## src/rtl/core/three_level_priority_queue_unit_macros.svh

```systemverilog
// Assertion helpers shared by the queue RTL.
// Every property is clocked on i_clk and is disabled while i_rst_n is low.
`ifndef THREE_LEVEL_PRIORITY_QUEUE_UNIT_MACROS_SVH
`define THREE_LEVEL_PRIORITY_QUEUE_UNIT_MACROS_SVH

// Same-cycle implication.
`define TLPQ_ASSERT_NOW(lbl, ante, cons, msg) \
    lbl: assert property (@(posedge i_clk) disable iff (!i_rst_n) (ante) |-> (cons)) \
        else $error(msg);

// Next-cycle implication.
`define TLPQ_ASSERT_NEXT(lbl, ante, cons, msg) \
    lbl: assert property (@(posedge i_clk) disable iff (!i_rst_n) (ante) |=> (cons)) \
        else $error(msg);

`endif

```

## src/rtl/core/tlpq_pkg.sv

```systemverilog
`timescale 1ns / 1ps
package tlpq_pkg;

    localparam int LEVEL_DEPTH_DEF  = 16;
    localparam int PAYLOAD_BITS_DEF = 32;
    localparam int NUM_LEVELS       = 3;
    localparam int PRIO_BITS        = 2;
    localparam int WORD_BITS        = 32;
    localparam int STATUS_BITS      = 2;

    typedef logic [1:0] t_level;

    localparam t_level LVL_ONE   = 2'd0;
    localparam t_level LVL_TWO   = 2'd1;
    localparam t_level LVL_THREE = 2'd2;

    localparam logic FUNC_INSERT = 1'b0;
    localparam logic FUNC_REMOVE = 1'b1;

    localparam logic [STATUS_BITS-1:0] ST_OK    = 2'd0;
    localparam logic [STATUS_BITS-1:0] ST_FULL  = 2'd1;
    localparam logic [STATUS_BITS-1:0] ST_EMPTY = 2'd2;

    localparam logic [PRIO_BITS-1:0] PRIO_ONE = 2'd1;
    localparam logic [PRIO_BITS-1:0] PRIO_TWO = 2'd2;

    typedef struct packed {
        logic                 func;
        logic [PRIO_BITS-1:0] priority_req;
        logic [WORD_BITS-1:0] payload;
    } t_in_item;

    typedef struct packed {
        logic [STATUS_BITS-1:0] status;
        logic                   item_valid;
        logic [PRIO_BITS-1:0]   item_priority;
        logic [WORD_BITS-1:0]   item_payload;
    } t_out_item;

    typedef struct packed {
        logic accept_insert;
        logic accept_remove;
        logic load_read;
    } t_dp_cmd;

    typedef struct packed {
        logic any_item;
    } t_dp_stat;

    function automatic t_level level_of(input logic [PRIO_BITS-1:0] prio);
        t_level lvl;
        case (prio)
            PRIO_ONE: lvl = LVL_ONE;
            PRIO_TWO: lvl = LVL_TWO;
            default:  lvl = LVL_THREE;
        endcase
        return lvl;
    endfunction

endpackage

```

## src/rtl/core/tlpq_ram.sv

```systemverilog
`timescale 1ns / 1ps
module tlpq_ram #(
    parameter int WIDTH = 34,
    parameter int DEPTH = 16
) (
    input  logic                     i_clk,
    input  logic                     i_we,
    input  logic [$clog2(DEPTH)-1:0] i_waddr,
    input  logic [WIDTH-1:0]         i_wdata,
    input  logic                     i_re,
    input  logic [$clog2(DEPTH)-1:0] i_raddr,
    output logic [WIDTH-1:0]         o_rdata
);

    logic [WIDTH-1:0] r_mem [DEPTH];
    logic [WIDTH-1:0] r_rdata;

    always_ff @(posedge i_clk) begin
        if (i_we) begin
            r_mem[i_waddr] <= i_wdata;
        end
        if (i_re) begin
            r_rdata <= r_mem[i_raddr];
        end
    end

    assign o_rdata = r_rdata;

endmodule

```

## src/rtl/core/tlpq_dp.sv

```systemverilog
`timescale 1ns / 1ps
`include "three_level_priority_queue_unit_macros.svh"
module tlpq_dp #(
    parameter int LEVEL_DEPTH  = tlpq_pkg::LEVEL_DEPTH_DEF,
    parameter int PAYLOAD_BITS = tlpq_pkg::PAYLOAD_BITS_DEF
) (
    input  logic                i_clk,
    input  logic                i_rst_n,
    input  tlpq_pkg::t_dp_cmd   i_cmd,
    input  tlpq_pkg::t_in_item  i_in_data,
    output tlpq_pkg::t_dp_stat  o_stat,
    output tlpq_pkg::t_out_item o_out_data
);
    import tlpq_pkg::*;

    localparam int IW = $clog2(LEVEL_DEPTH + 1);
    localparam int AW = $clog2(LEVEL_DEPTH);
    localparam int EW = PRIO_BITS + PAYLOAD_BITS;
    localparam logic [IW-1:0] FULL_MARK = IW'(LEVEL_DEPTH);

    logic [IW-1:0]         r_wr [NUM_LEVELS];
    logic [IW-1:0]         n_wr [NUM_LEVELS];
    logic [IW-1:0]         r_rd [NUM_LEVELS];
    logic [IW-1:0]         n_rd [NUM_LEVELS];
    logic [NUM_LEVELS-1:0] empty;
    logic                  any_item;
    logic                  ins_full;
    t_level                ins_lvl;
    t_level                sel;
    t_level                r_sel;
    logic [EW-1:0]         wdata;
    logic [EW-1:0]         rdata [NUM_LEVELS];
    t_out_item             r_out;
    t_out_item             n_out;

    assign wdata = {i_in_data.priority_req, PAYLOAD_BITS'(i_in_data.payload)};

    always_comb begin
        ins_lvl = level_of(i_in_data.priority_req);
        for (int l = 0; l < NUM_LEVELS; l++) begin
            empty[l] = (r_wr[t_level'(l)] == r_rd[t_level'(l)]);
        end
        any_item = ~&empty;
        if (!empty[LVL_THREE]) begin
            sel = LVL_THREE;
        end else if (!empty[LVL_TWO]) begin
            sel = LVL_TWO;
        end else begin
            sel = LVL_ONE;
        end
        ins_full = (r_wr[ins_lvl] == FULL_MARK);

        n_wr  = r_wr;
        n_rd  = r_rd;
        n_out = r_out;

        if (i_cmd.accept_insert) begin
            n_out = '0;
            if (ins_full) begin
                n_out.status = ST_FULL;
            end else begin
                n_out.status = ST_OK;
                n_wr[ins_lvl] = r_wr[ins_lvl] + 1'b1;
            end
        end

        if (i_cmd.accept_remove) begin
            for (int l = 0; l < NUM_LEVELS; l++) begin
                if (any_item && t_level'(l) == sel) begin
                    n_rd[t_level'(l)] = r_rd[t_level'(l)] + 1'b1;
                end else if (!any_item || t_level'(l) > sel) begin
                    n_wr[t_level'(l)] = '0;
                    n_rd[t_level'(l)] = '0;
                end
            end
            if (!any_item) begin
                n_out = '0;
                n_out.status = ST_EMPTY;
            end
        end

        if (i_cmd.load_read) begin
            n_out.status        = ST_OK;
            n_out.item_valid    = 1'b1;
            n_out.item_priority = rdata[r_sel][EW-1 -: PRIO_BITS];
            n_out.item_payload  = WORD_BITS'(rdata[r_sel][PAYLOAD_BITS-1:0]);
        end
    end

    for (genvar g = 0; g < NUM_LEVELS; g++) begin : g_level
        tlpq_ram #(
            .WIDTH (EW),
            .DEPTH (LEVEL_DEPTH)
        ) u_store (
            .i_clk   (i_clk),
            .i_we    (i_cmd.accept_insert && !ins_full && ins_lvl == t_level'(g)),
            .i_waddr (r_wr[g][AW-1:0]),
            .i_wdata (wdata),
            .i_re    (i_cmd.accept_remove && any_item && sel == t_level'(g)),
            .i_raddr (r_rd[g][AW-1:0]),
            .o_rdata (rdata[g])
        );
    end

    always_ff @(posedge i_clk) begin
        if (!i_rst_n) begin
            for (int l = 0; l < NUM_LEVELS; l++) begin
                r_wr[t_level'(l)] <= '0;
                r_rd[t_level'(l)] <= '0;
            end
        end else begin
            r_wr <= n_wr;
            r_rd <= n_rd;
        end
    end

    always_ff @(posedge i_clk) begin
        r_out <= n_out;
        if (i_cmd.accept_remove) begin
            r_sel <= sel;
        end
    end

    assign o_stat.any_item = any_item;
    assign o_out_data      = r_out;

    `TLPQ_ASSERT_NOW(a_wr_bound, 1'b1, (r_wr[LVL_ONE] <= FULL_MARK) && (r_wr[LVL_TWO] <= FULL_MARK) && (r_wr[LVL_THREE] <= FULL_MARK), "write index beyond depth")
    `TLPQ_ASSERT_NOW(a_rd_le_wr, 1'b1, (r_rd[LVL_ONE] <= r_wr[LVL_ONE]) && (r_rd[LVL_TWO] <= r_wr[LVL_TWO]) && (r_rd[LVL_THREE] <= r_wr[LVL_THREE]), "read index passed write index")
    `TLPQ_ASSERT_NEXT(a_empty_clears, i_cmd.accept_remove && !any_item, (r_wr[LVL_ONE] == '0) && (r_wr[LVL_TWO] == '0) && (r_wr[LVL_THREE] == '0), "empty remove left indices set")

endmodule

```

## src/rtl/core/tlpq_ctrl.sv

```systemverilog
`timescale 1ns / 1ps
`include "three_level_priority_queue_unit_macros.svh"
module tlpq_ctrl (
    input  logic               i_clk,
    input  logic               i_rst_n,
    input  logic               i_in_valid,
    input  logic               i_func,
    output logic               o_in_stall,
    output logic               o_out_valid,
    input  logic               i_out_stall,
    input  tlpq_pkg::t_dp_stat i_stat,
    output tlpq_pkg::t_dp_cmd  o_cmd
);
    import tlpq_pkg::*;

    typedef enum logic {
        S_IDLE,
        S_READ
    } t_state;

    t_state r_state;
    t_state n_state;
    logic   r_out_valid;
    logic   n_out_valid;
    logic   accept;
    logic   load_now;

    always_comb begin
        o_in_stall = (r_state == S_READ) || (r_out_valid && i_out_stall);
        accept     = i_in_valid && !o_in_stall;

        o_cmd.accept_insert = accept && (i_func == FUNC_INSERT);
        o_cmd.accept_remove = accept && (i_func == FUNC_REMOVE);
        o_cmd.load_read     = (r_state == S_READ);

        load_now = o_cmd.accept_insert || (o_cmd.accept_remove && !i_stat.any_item)
                   || o_cmd.load_read;

        n_state = r_state;
        case (r_state)
            S_IDLE: begin
                if (o_cmd.accept_remove && i_stat.any_item) begin
                    n_state = S_READ;
                end
            end
            S_READ: begin
                n_state = S_IDLE;
            end
            default: begin
                n_state = S_IDLE;
            end
        endcase

        if (load_now) begin
            n_out_valid = 1'b1;
        end else if (!i_out_stall) begin
            n_out_valid = 1'b0;
        end else begin
            n_out_valid = r_out_valid;
        end
    end

    always_ff @(posedge i_clk) begin
        if (!i_rst_n) begin
            r_state     <= S_IDLE;
            r_out_valid <= 1'b0;
        end else begin
            r_state     <= n_state;
            r_out_valid <= n_out_valid;
        end
    end

    assign o_out_valid = r_out_valid;

    `TLPQ_ASSERT_NEXT(a_remove_reads, o_cmd.accept_remove && i_stat.any_item, r_state == S_READ, "remove with item did not start a read")
    `TLPQ_ASSERT_NOW(a_read_slot_free, r_state == S_READ, !r_out_valid, "output register busy when read data returns")
    `TLPQ_ASSERT_NEXT(a_read_delivers, r_state == S_READ, r_out_valid && r_state == S_IDLE, "read result not loaded")

endmodule

```

## src/rtl/core/three_level_priority_queue_unit.sv

```systemverilog
`timescale 1ns / 1ps
// Timing: insert, and a remove that finds every level empty, show their result in the cycle after
// acceptance; a remove that returns an item goes through the store read register first.
// Throughput: one insert per cycle; a remove that returns an item stalls the input during its
// store read. A result held in the output register by i_out_stall holds off the next one.
// Reset: i_rst_n synchronous, active low; clears all indices and control state. Store contents
// are not cleared and no clearing pass runs; the unit accepts transactions right after reset.
module three_level_priority_queue_unit #(
    parameter int LEVEL_DEPTH  = tlpq_pkg::LEVEL_DEPTH_DEF,
    parameter int PAYLOAD_BITS = tlpq_pkg::PAYLOAD_BITS_DEF
) (
    input  logic                i_clk,
    input  logic                i_rst_n,
    input  logic                i_in_valid,
    output logic                o_in_stall,
    input  tlpq_pkg::t_in_item  i_in_data,
    output logic                o_out_valid,
    input  logic                i_out_stall,
    output tlpq_pkg::t_out_item o_out_data
);
    import tlpq_pkg::*;

    t_dp_cmd  cmd;
    t_dp_stat stat;

    tlpq_ctrl u_ctrl (
        .i_clk       (i_clk),
        .i_rst_n     (i_rst_n),
        .i_in_valid  (i_in_valid),
        .i_func      (i_in_data.func),
        .o_in_stall  (o_in_stall),
        .o_out_valid (o_out_valid),
        .i_out_stall (i_out_stall),
        .i_stat      (stat),
        .o_cmd       (cmd)
    );

    tlpq_dp #(
        .LEVEL_DEPTH  (LEVEL_DEPTH),
        .PAYLOAD_BITS (PAYLOAD_BITS)
    ) u_dp (
        .i_clk      (i_clk),
        .i_rst_n    (i_rst_n),
        .i_cmd      (cmd),
        .i_in_data  (i_in_data),
        .o_stat     (stat),
        .o_out_data (o_out_data)
    );

endmodule

```

## config.mk

```make
export PLATFORM = sky130hd
export DESIGN_NAME = three_level_priority_queue_unit
export DESIGN_NICKNAME = d
export VERILOG_FILES = /design/src/rtl/core/tlpq_pkg.sv /design/src/rtl/core/tlpq_ram.sv /design/src/rtl/core/tlpq_dp.sv /design/src/rtl/core/tlpq_ctrl.sv /design/src/rtl/core/three_level_priority_queue_unit.sv
export VERILOG_INCLUDE_DIRS = /design/src /design/src/rtl/core
export SDC_FILE = /design/constraint.sdc
export NUM_CORES = 2
export LEC_CHECK = 0
export BUFFER_PORTS_ARGS = -buffer_cell sky130_fd_sc_hd__buf_2
export CAP_MARGIN = 10
export CORE_ASPECT_RATIO = 0.8
export CORE_MARGIN = 4
export CORE_UTILIZATION = 40
export DETAILED_ROUTE_END_ITERATION = 16
export HOLD_SLACK_MARGIN = 0.15
export PLACE_DENSITY_LB_ADDON = 0.08
export SYNTH_ARGS = -nofsm -noshare
export SYNTH_HDL_FRONTEND = slang
export SYNTH_SLANG_ARGS = --single-unit
```

## constraint.sdc

```tcl
create_clock -name i_clk -period 18.3 [get_ports i_clk]
set_input_delay 0.915 -clock i_clk [delete_from_list [all_inputs] [get_ports i_clk]]
set_output_delay 0.915 -clock i_clk [all_outputs]
set_load 0.01 [all_outputs]
```

### After elaboration in Yosys (flattened, before gate mapping)

Memory sizes are Yosys's and may differ from the RTL's. A register that Yosys moved wholly into a read port is not among the register bits.
Index checks and enable logic that the tools add are counted.

| word-level totals | value |
|---|---|
| RAM bits | 1632 |
| input bits | 39 |
| word-level logic and storage cells | 120 |
| memories | 3 |
| bits in registers | 71 |
| output and inout bits | 39 |

Memory list:

| memory | words | width | read ports | clocked after memory_dff | wr ports | line | text |
|---|---|---|---|---|---|---|---|
| u_dp.g_level[0].u_store.r_mem | 16 | 34 | 1 | 1 | 1 | tlpq_ram.sv:15 | `logic [WIDTH-1:0] r_mem [DEPTH];` |
| u_dp.g_level[1].u_store.r_mem | 16 | 34 | 1 | 1 | 1 | tlpq_ram.sv:15 |  |
| u_dp.g_level[2].u_store.r_mem | 16 | 34 | 1 | 1 | 1 | tlpq_ram.sv:15 |  |

| operators by class | value |
|---|---|
| magnitude comparators | 6 |
| bitwise operators | 4 |
| eq/ne operators | 13 |
| $add $sub $neg | 4 |
| multiplexer cells | 42 |
| reduce and logical (&&, ||, !) cells | 35 |

Operator list:

| kind | number |
|---|---|
| 37-bit 2-to-1 mux | 3 |
| 34-bit 2-to-1 mux | 3 |
| 5-bit 2-to-1 mux | 15 |
| 34-bit binary-select mux with 2-bit select | 1 |
| 15-bit 2-to-1 mux | 3 |
| 5-bit by 1-bit adder with 5-bit output, second input constant | 4 |
| 1-bit logical AND | 17 |
| 15-bit bitwise mux | 1 |
| 5-bit equality test | 3 |
| 1-bit 2-to-1 mux | 11 |
| 5-bit binary-select mux with 2-bit select | 1 |
| 5-bit demux with 2-bit select | 1 |
| 2-bit by 1-bit equality test with 1-bit output, second input constant | 3 |
| 2-bit equality test, second input constant | 3 |
| 3-bit greater-or-equal comparator, second input constant | 2 |
| 1-bit logical OR | 6 |
| 2-bit NOT with 3-bit output | 2 |
| 2-bit AND reduction | 3 |
| 2-bit nonzero test | 3 |
| 5-bit equality test, second input constant | 1 |
| 1-bit by 2-bit > comparator with 1-bit output, first input constant | 2 |
| 2-bit zero test | 2 |
| 2-bit one-hot mux with 2 select lines | 1 |
| 1-bit zero test | 3 |
| other kinds (9) | 10 |

### Longest topological paths before layout

| logic depth | value |
|---|---|
| depth after elaboration | 13 |
| gate-level depth with buffers | 14 |
| depth with buffers taken out | 10 |

### Hierarchy

A second synthesis with hierarchy kept.

| second synthesis, totals | value |
|---|---|
| cells, all modules | 3072 |
| area total of the unflattened synthesis | 68061.5 um2 |

Modules (own cells, without submodules):

| module | instances | seq. area each (um2) | cells an instance | area each (um2) |
|---|---|---|---|---|
| tlpq_ram | 3 | 17356.6 | 888 | 21416.8 |
| tlpq_dp | 1 | 1401.3 | 397 | 3699.8 |
| tlpq_ctrl | 1 | 40.0 | 11 | 111.4 |

### Worst setup path after synthesis

Ideal clock, no wire load.

| path | value |
|---|---|
| path kind | in2reg |
| start | input i_in_data[32] (netlist bit) |
| end | memory u_dp.g_level[1].u_store.r_mem[6][0], enable pin |
| setup slack | 11.342 ns |
| stages on the path | 13 |
| required time | 17.777 ns |
| setup time | 0.523 ns |
| data arrival time | 6.435 ns |
| path buffers | 3 |
| cells stage by stage | inv_1 > ha_1 > clkbuf_1 > mux2i_1 > o22ai_1 > inv_1 > ha_1 > inv_1 > o41a_1 > buf_2 > nand2_1 > buf_2 > nor4b_1 |

| on the way | value |
|---|---|
| longest elaborated chain between the ends | 12 |
| elaborated cells between the ends (all ways) | 14 |
| those cells by class | eq/ne: 4; mux: 6; bitwise: 1; reduce/logical: 3 |

Ends and longest elaborated chain:

| what | line | text |
|---|---|---|
| start, declared | three_level_priority_queue_unit.sv:16 | `input tlpq_pkg::t_in_item i_in_data,` |
| 2-bit equality test or 2-bit by 1-bit equality test with 1-bit output (tied branches) | tlpq_pkg.sv:52 | `case (prio)` |
| 2-bit one-hot mux with 2 select lines (*) | tlpq_pkg.sv:52 |  |
| 2-bit NOT with 3-bit output (implied by the code) | tlpq_dp.sv:51 | `ins_full = (r_wr[ins_lvl] == FULL_MARK);` |
| 5-bit binary-select mux with 2-bit select | tlpq_dp.sv:51 |  |
| 5-bit 2-to-1 mux (implied by the code) (2 in a row) | tlpq_dp.sv:51 |  |
| 5-bit equality test | tlpq_dp.sv:51 |  |
| 1-bit zero test | tlpq_dp.sv:96 | `.i_we (i_cmd.accept_insert && !ins_full && ins_lvl == t_level'(g)),` |
| 1-bit logical AND | tlpq_dp.sv:96 |  |
| 1-bit logical AND (*) | tlpq_dp.sv:96 |  |
| 1-bit 2-to-1 mux (*) | tlpq_ram.sv:19 | `if (i_we) begin` |
| 1-bit 2-to-1 mux (implied by the code) (*) | tlpq_ram.sv:20 | `r_mem[i_waddr] <= i_wdata;` |
| end, declared | tlpq_ram.sv:15 |  |

Every way passes the cells marked *; elsewhere a longest branch is shown, timed or not. The select of a mux whose other input is x is not followed.

### Worst setup path after layout

| path | value |
|---|---|
| start | input i_in_data[32] (netlist bit) |
| end | memory u_dp.g_level[2].u_store.r_mem[0][32], enable pin |

| on the way | value |
|---|---|
| longest elaborated chain between the ends | 12 |
| elaborated cells between the ends (all ways) | 14 |
| those cells by class | eq/ne: 4; mux: 6; bitwise: 1; reduce/logical: 3 |

Ends and longest elaborated chain:

| what | line |
|---|---|
| 2-bit equality test or 2-bit by 1-bit equality test with 1-bit output (tied branches) | tlpq_pkg.sv:52 |
| 2-bit one-hot mux with 2 select lines (*) | tlpq_pkg.sv:52 |
| 2-bit NOT with 3-bit output (implied by the code) | tlpq_dp.sv:51 |
| 5-bit binary-select mux with 2-bit select | tlpq_dp.sv:51 |
| 5-bit 2-to-1 mux (implied by the code) (2 in a row) | tlpq_dp.sv:51 |
| 5-bit equality test | tlpq_dp.sv:51 |
| 1-bit zero test | tlpq_dp.sv:96 |
| 1-bit logical AND | tlpq_dp.sv:96 |
| 1-bit logical AND (*) | tlpq_dp.sv:96 |
| 1-bit 2-to-1 mux (*) | tlpq_ram.sv:19 |
| 1-bit 2-to-1 mux (implied by the code) (*) | tlpq_ram.sv:20 |
| end, declared | tlpq_ram.sv:15 |

Marked as above.

==> flow_summary.json <==
{
  "status": "complete, no violations",
  "grt_pass1_vias": 33636,
  "die-area_mm2": 0.179,
  "syn-cell-area_mm2": 0.0691,
  "via_per_inst": 5.77,
  "cts_sinks": 1805,
  "clk_latency_ns": 0.80,
  "hold_path_class": "reg -> reg",
  "max_freq_ghz": 0.188,
  "die_x_um": 473,
  "firstDrtPassIters": 5,
  "regArea_mm2": 0.0535,
  "cap_viol_max_count": 0,
  "synth_ff_type": "edfxtp_1",
  "wl_per_cell_um": 32.9,
  "drive_gt1_share_pct": 24.5,
  "cpMaxStageDelayCell": "nand2_1",
  "slew_violations": 0,
  "die_height_um": 380,
  "worstMarginPinSlew_ns": 1.14,
  "end_kind": "register",
  "clockBufferDepth": 3,
  "fin_tns_setup_ns": 0,
  "ys_seq_area_share_pct": 77.4,
  "final_common_cell": "edfxtp_1",
  "grt_use_total_pct": 21.4,
  "path_max_fanout": 51,
  "initial_utilization_pct": 40.2,
  "cts_buffers": 178,
  "path_class": "in -> reg",
  "synth_fp_nets": 3337,
  "yosys.area.top_type": "edfxtp_1",
  "placementRows": 136,
  "synth_cells": 3290,
  "ir_drop_v": 0.0000932,
  "cts.repair.resized": 0,
  "ant_nets": 0,
  "critPathArrivalTime_ns": 5.72,
  "netlist.area_leader.share_pct": 75.4,
  "clock-root-buffer": "clkbuf_16",
  "critPathRequiredTime_ns": 18.71,
  "cts_htree_levels": 4,
  "vias": 33945,
  "syn_avg_cell_area_um2": 21.0,
  "cts_tree": "built",
  "ys_ff_latch": 1805,
  "grt_max_degree": 73,
  "power_density_mw_per_mm2": 109,
  "synthTopCellsByArea": "edfxtp_1, mux4_2, mux2i_1, dfxtp_1, nor2b_1",
  "post-cts-setup-buffers": 0,
  "gp_congestion": 0.865,
  "multi_input_area_mm2": 0.0150,
  "area_growth_pct": 13.3,
  "cp_cell_sequence": "buf_2 -> buf_4 -> inv_1 -> ha_1 -> mux2i_1 -> o22ai_1 -> inv_1 -> ha_1 -> inv_1 -> o41a_1 -> nand2_1 -> nor4b_2 -> buf_4",
  "fin_worst_skew_ns": 0.0206,
  "ys_warn_count": 0,
  "grt-ovfl-total": 0,
  "cpLargestDelayFamily": "buffers and inverters",
  "layout.nets": 3508,
  "antenna_found_initial": 22,
  "hold_buffers": 0,
  "stdcell_area_mm2": 0.0783,
  "yosys.cell_types.count": 54,
  "finalCriticalPeriod_ns": 5.31,
  "drtIter0Drc": 4138,
  "grt_pass1_wl_mm": 269,
  "max_stage_delay_ns": 0.75,
  "fill_cells": 14299,
  "period_share_pct": 29.0,
  "finalHoldViolations": 0,
  "synth_edf_count": 1736,
  "crit_top_cell": "inv_1",
  "postRouteWirelength_mm": 194,
  "portBuffers": 77,
  "dpl_cell_area_mm2": 0.0727,
  "coreArea_mm2": 0.172,
  "leakage_nw": 23.7,
  "drc": 0,
  "hpwlAfterDp_mm": 115,
  "ys_async_sr_fraction_pct": 0,
  "critPathBufInv": 6,
  "io_pins": 78,
  "fin_util_pct": 45.6,
  "final_cell_mix": "edfxtp_1, mux4_2, clkbuf_16",
  "rsz0062_at_grt": "false",
  "cp-start-kind": "primary input",
  "relSlewSlack_pct": 23.2,
  "clk_pin_slew_worst_paths_ns": 0.06,
  "finalSetupViolations": 0
}
==> flip-flops by register name, summed over array words and instances (netlist names) <==
signal and flops:
u_dp.r_sel 2, u_dp.o_out_data 37, u_dp.r_rd 15, u_ctrl.o_out_valid 1, u_ctrl.r_state 1, u_dp.g_level.u_store.o_rdata 102, u_dp.r_wr 15, u_dp.g_level.u_store.r_mem 1632
==> Yosys cell counts (2+ instances only) <==
| library cell | count |
|---|---|
| a211oi_1 | 77 |
| a22oi_1 | 34 |
| nand4_1 | 7 |
| nor2b_1 | 105 |
| mux4_2 | 374 |
| nand2b_1 | 11 |
| nor2_1 | 23 |
| nor4b_1 | 7 |
| or4_1 | 2 |
| mux2i_1 | 175 |
| edfxtp_1 | 1736 |
| xor2_1 | 14 |
| or3_1 | 3 |
| nand3b_1 | 3 |
| xnor2_1 | 7 |
| a221oi_1 | 34 |
| and2_1 | 2 |
| a21oi_1 | 124 |
| o31ai_1 | 5 |
| clkbuf_1 | 132 |
| nor4_1 | 18 |
| nand2_1 | 53 |
| a21boi_0 | 10 |
| nand3_1 | 10 |
| buf_2 | 58 |
| o21ai_1 | 3 |
| ha_1 | 8 |
| inv_1 | 14 |
| a22o_1 | 34 |
| o21ai_0 | 74 |
| buf_1 | 11 |
| dfxtp_1 | 69 |
| nor3_1 | 32 |
==> layout make-up <==
class | instances | area share [%]
antenna | 7 | 0.0224
clock buffer | 226 | 6.03
clock inverter | 97 | 1.04
inverter | 15 | 0.0719
multi-input combinational | 1267 | 19.2
sequential | 1805 | 68.4
tap | 2277 | 3.64
timing repair buffer | 194 | 1.62
==> through the flow <==
| step | worst slack (ns) | power [mW] | hold WS, ns | cells |
|---|---|---|---|---|
| floorplan | 11.34 | 4.87 | 0.464 | 3290 |
| global placement | 12.23 | 5.10 | 0.427 | 5558 |
| detailed placement | 12.19 | 5.11 | 0.439 | 5558 |
| CTS | 13.05 | 8.62 | 0.417 | 5881 |
| global route | 12.77 | 8.81 | 0.484 | 5881 |
| finish | 12.99 | 8.52 | 0.456 | 5888 |
==> power by group <==
part           internal (mW)  total (mW)  switching (mW)
clock                   1.98        3.51            1.53
combinational          0.135       0.418           0.284
sequential              4.56        4.59          0.0302
total                   6.68        8.52            1.84
==> worst register-to-register path, cell delays in order (launching register included) <==
cell and delay [ns]:
dfxtp_1 0.80, mux2i_1 0.18, o22ai_1 0.30, inv_1 0.10, ha_1 0.21, inv_1 0.11
o41a_1 0.65, nand2_1 0.75, nor4b_2 0.45, buf_4 0.52
==> worst paths after layout <==
check                           start                                    to  slack, ns  cells past startpoint
setup / recovery        i_in_data[32]  u_dp.g_level[2].u_store.r_mem[0][32]      12.99                     13
setup reg to reg        u_dp.r_wr[11]  u_dp.g_level[2].u_store.r_mem[0][32]      13.81                      9
hold / removal    u_dp.o_out_data[34]                   u_dp.o_out_data[34]       0.46                      1
hold reg to reg   u_dp.o_out_data[34]                   u_dp.o_out_data[34]       0.46                      1
==> kinds of logic after synthesis <==
| kind of cell | Yosys count | share of synthesized area [%] |
|---|---|---|
| muxes | 550 | 14.7 |
| AOI/OAI and AO/OA | 404 | 3.81 |
| and+or+nand+nor | 284 | 2.29 |
| DFF | 1805 | 77.4 |
| buffers and inverters | 218 | 1.31 |
| xor gates and xnor gates | 21 | 0.266 |
| adders and majority gates | 8 | 0.145 |
==> per-layer routing <==
metal  vias to the layer above  share of wire, %  track usage [%]
li1                      14087                 -                -
met1                     18380                44             31.9
met2                      1258                47             33.1
met3                       220               7.0             3.81
met4                         0               2.0             4.75
met5                         -                 0                0
No activity file was read; power rests on OpenSTA's default activity.
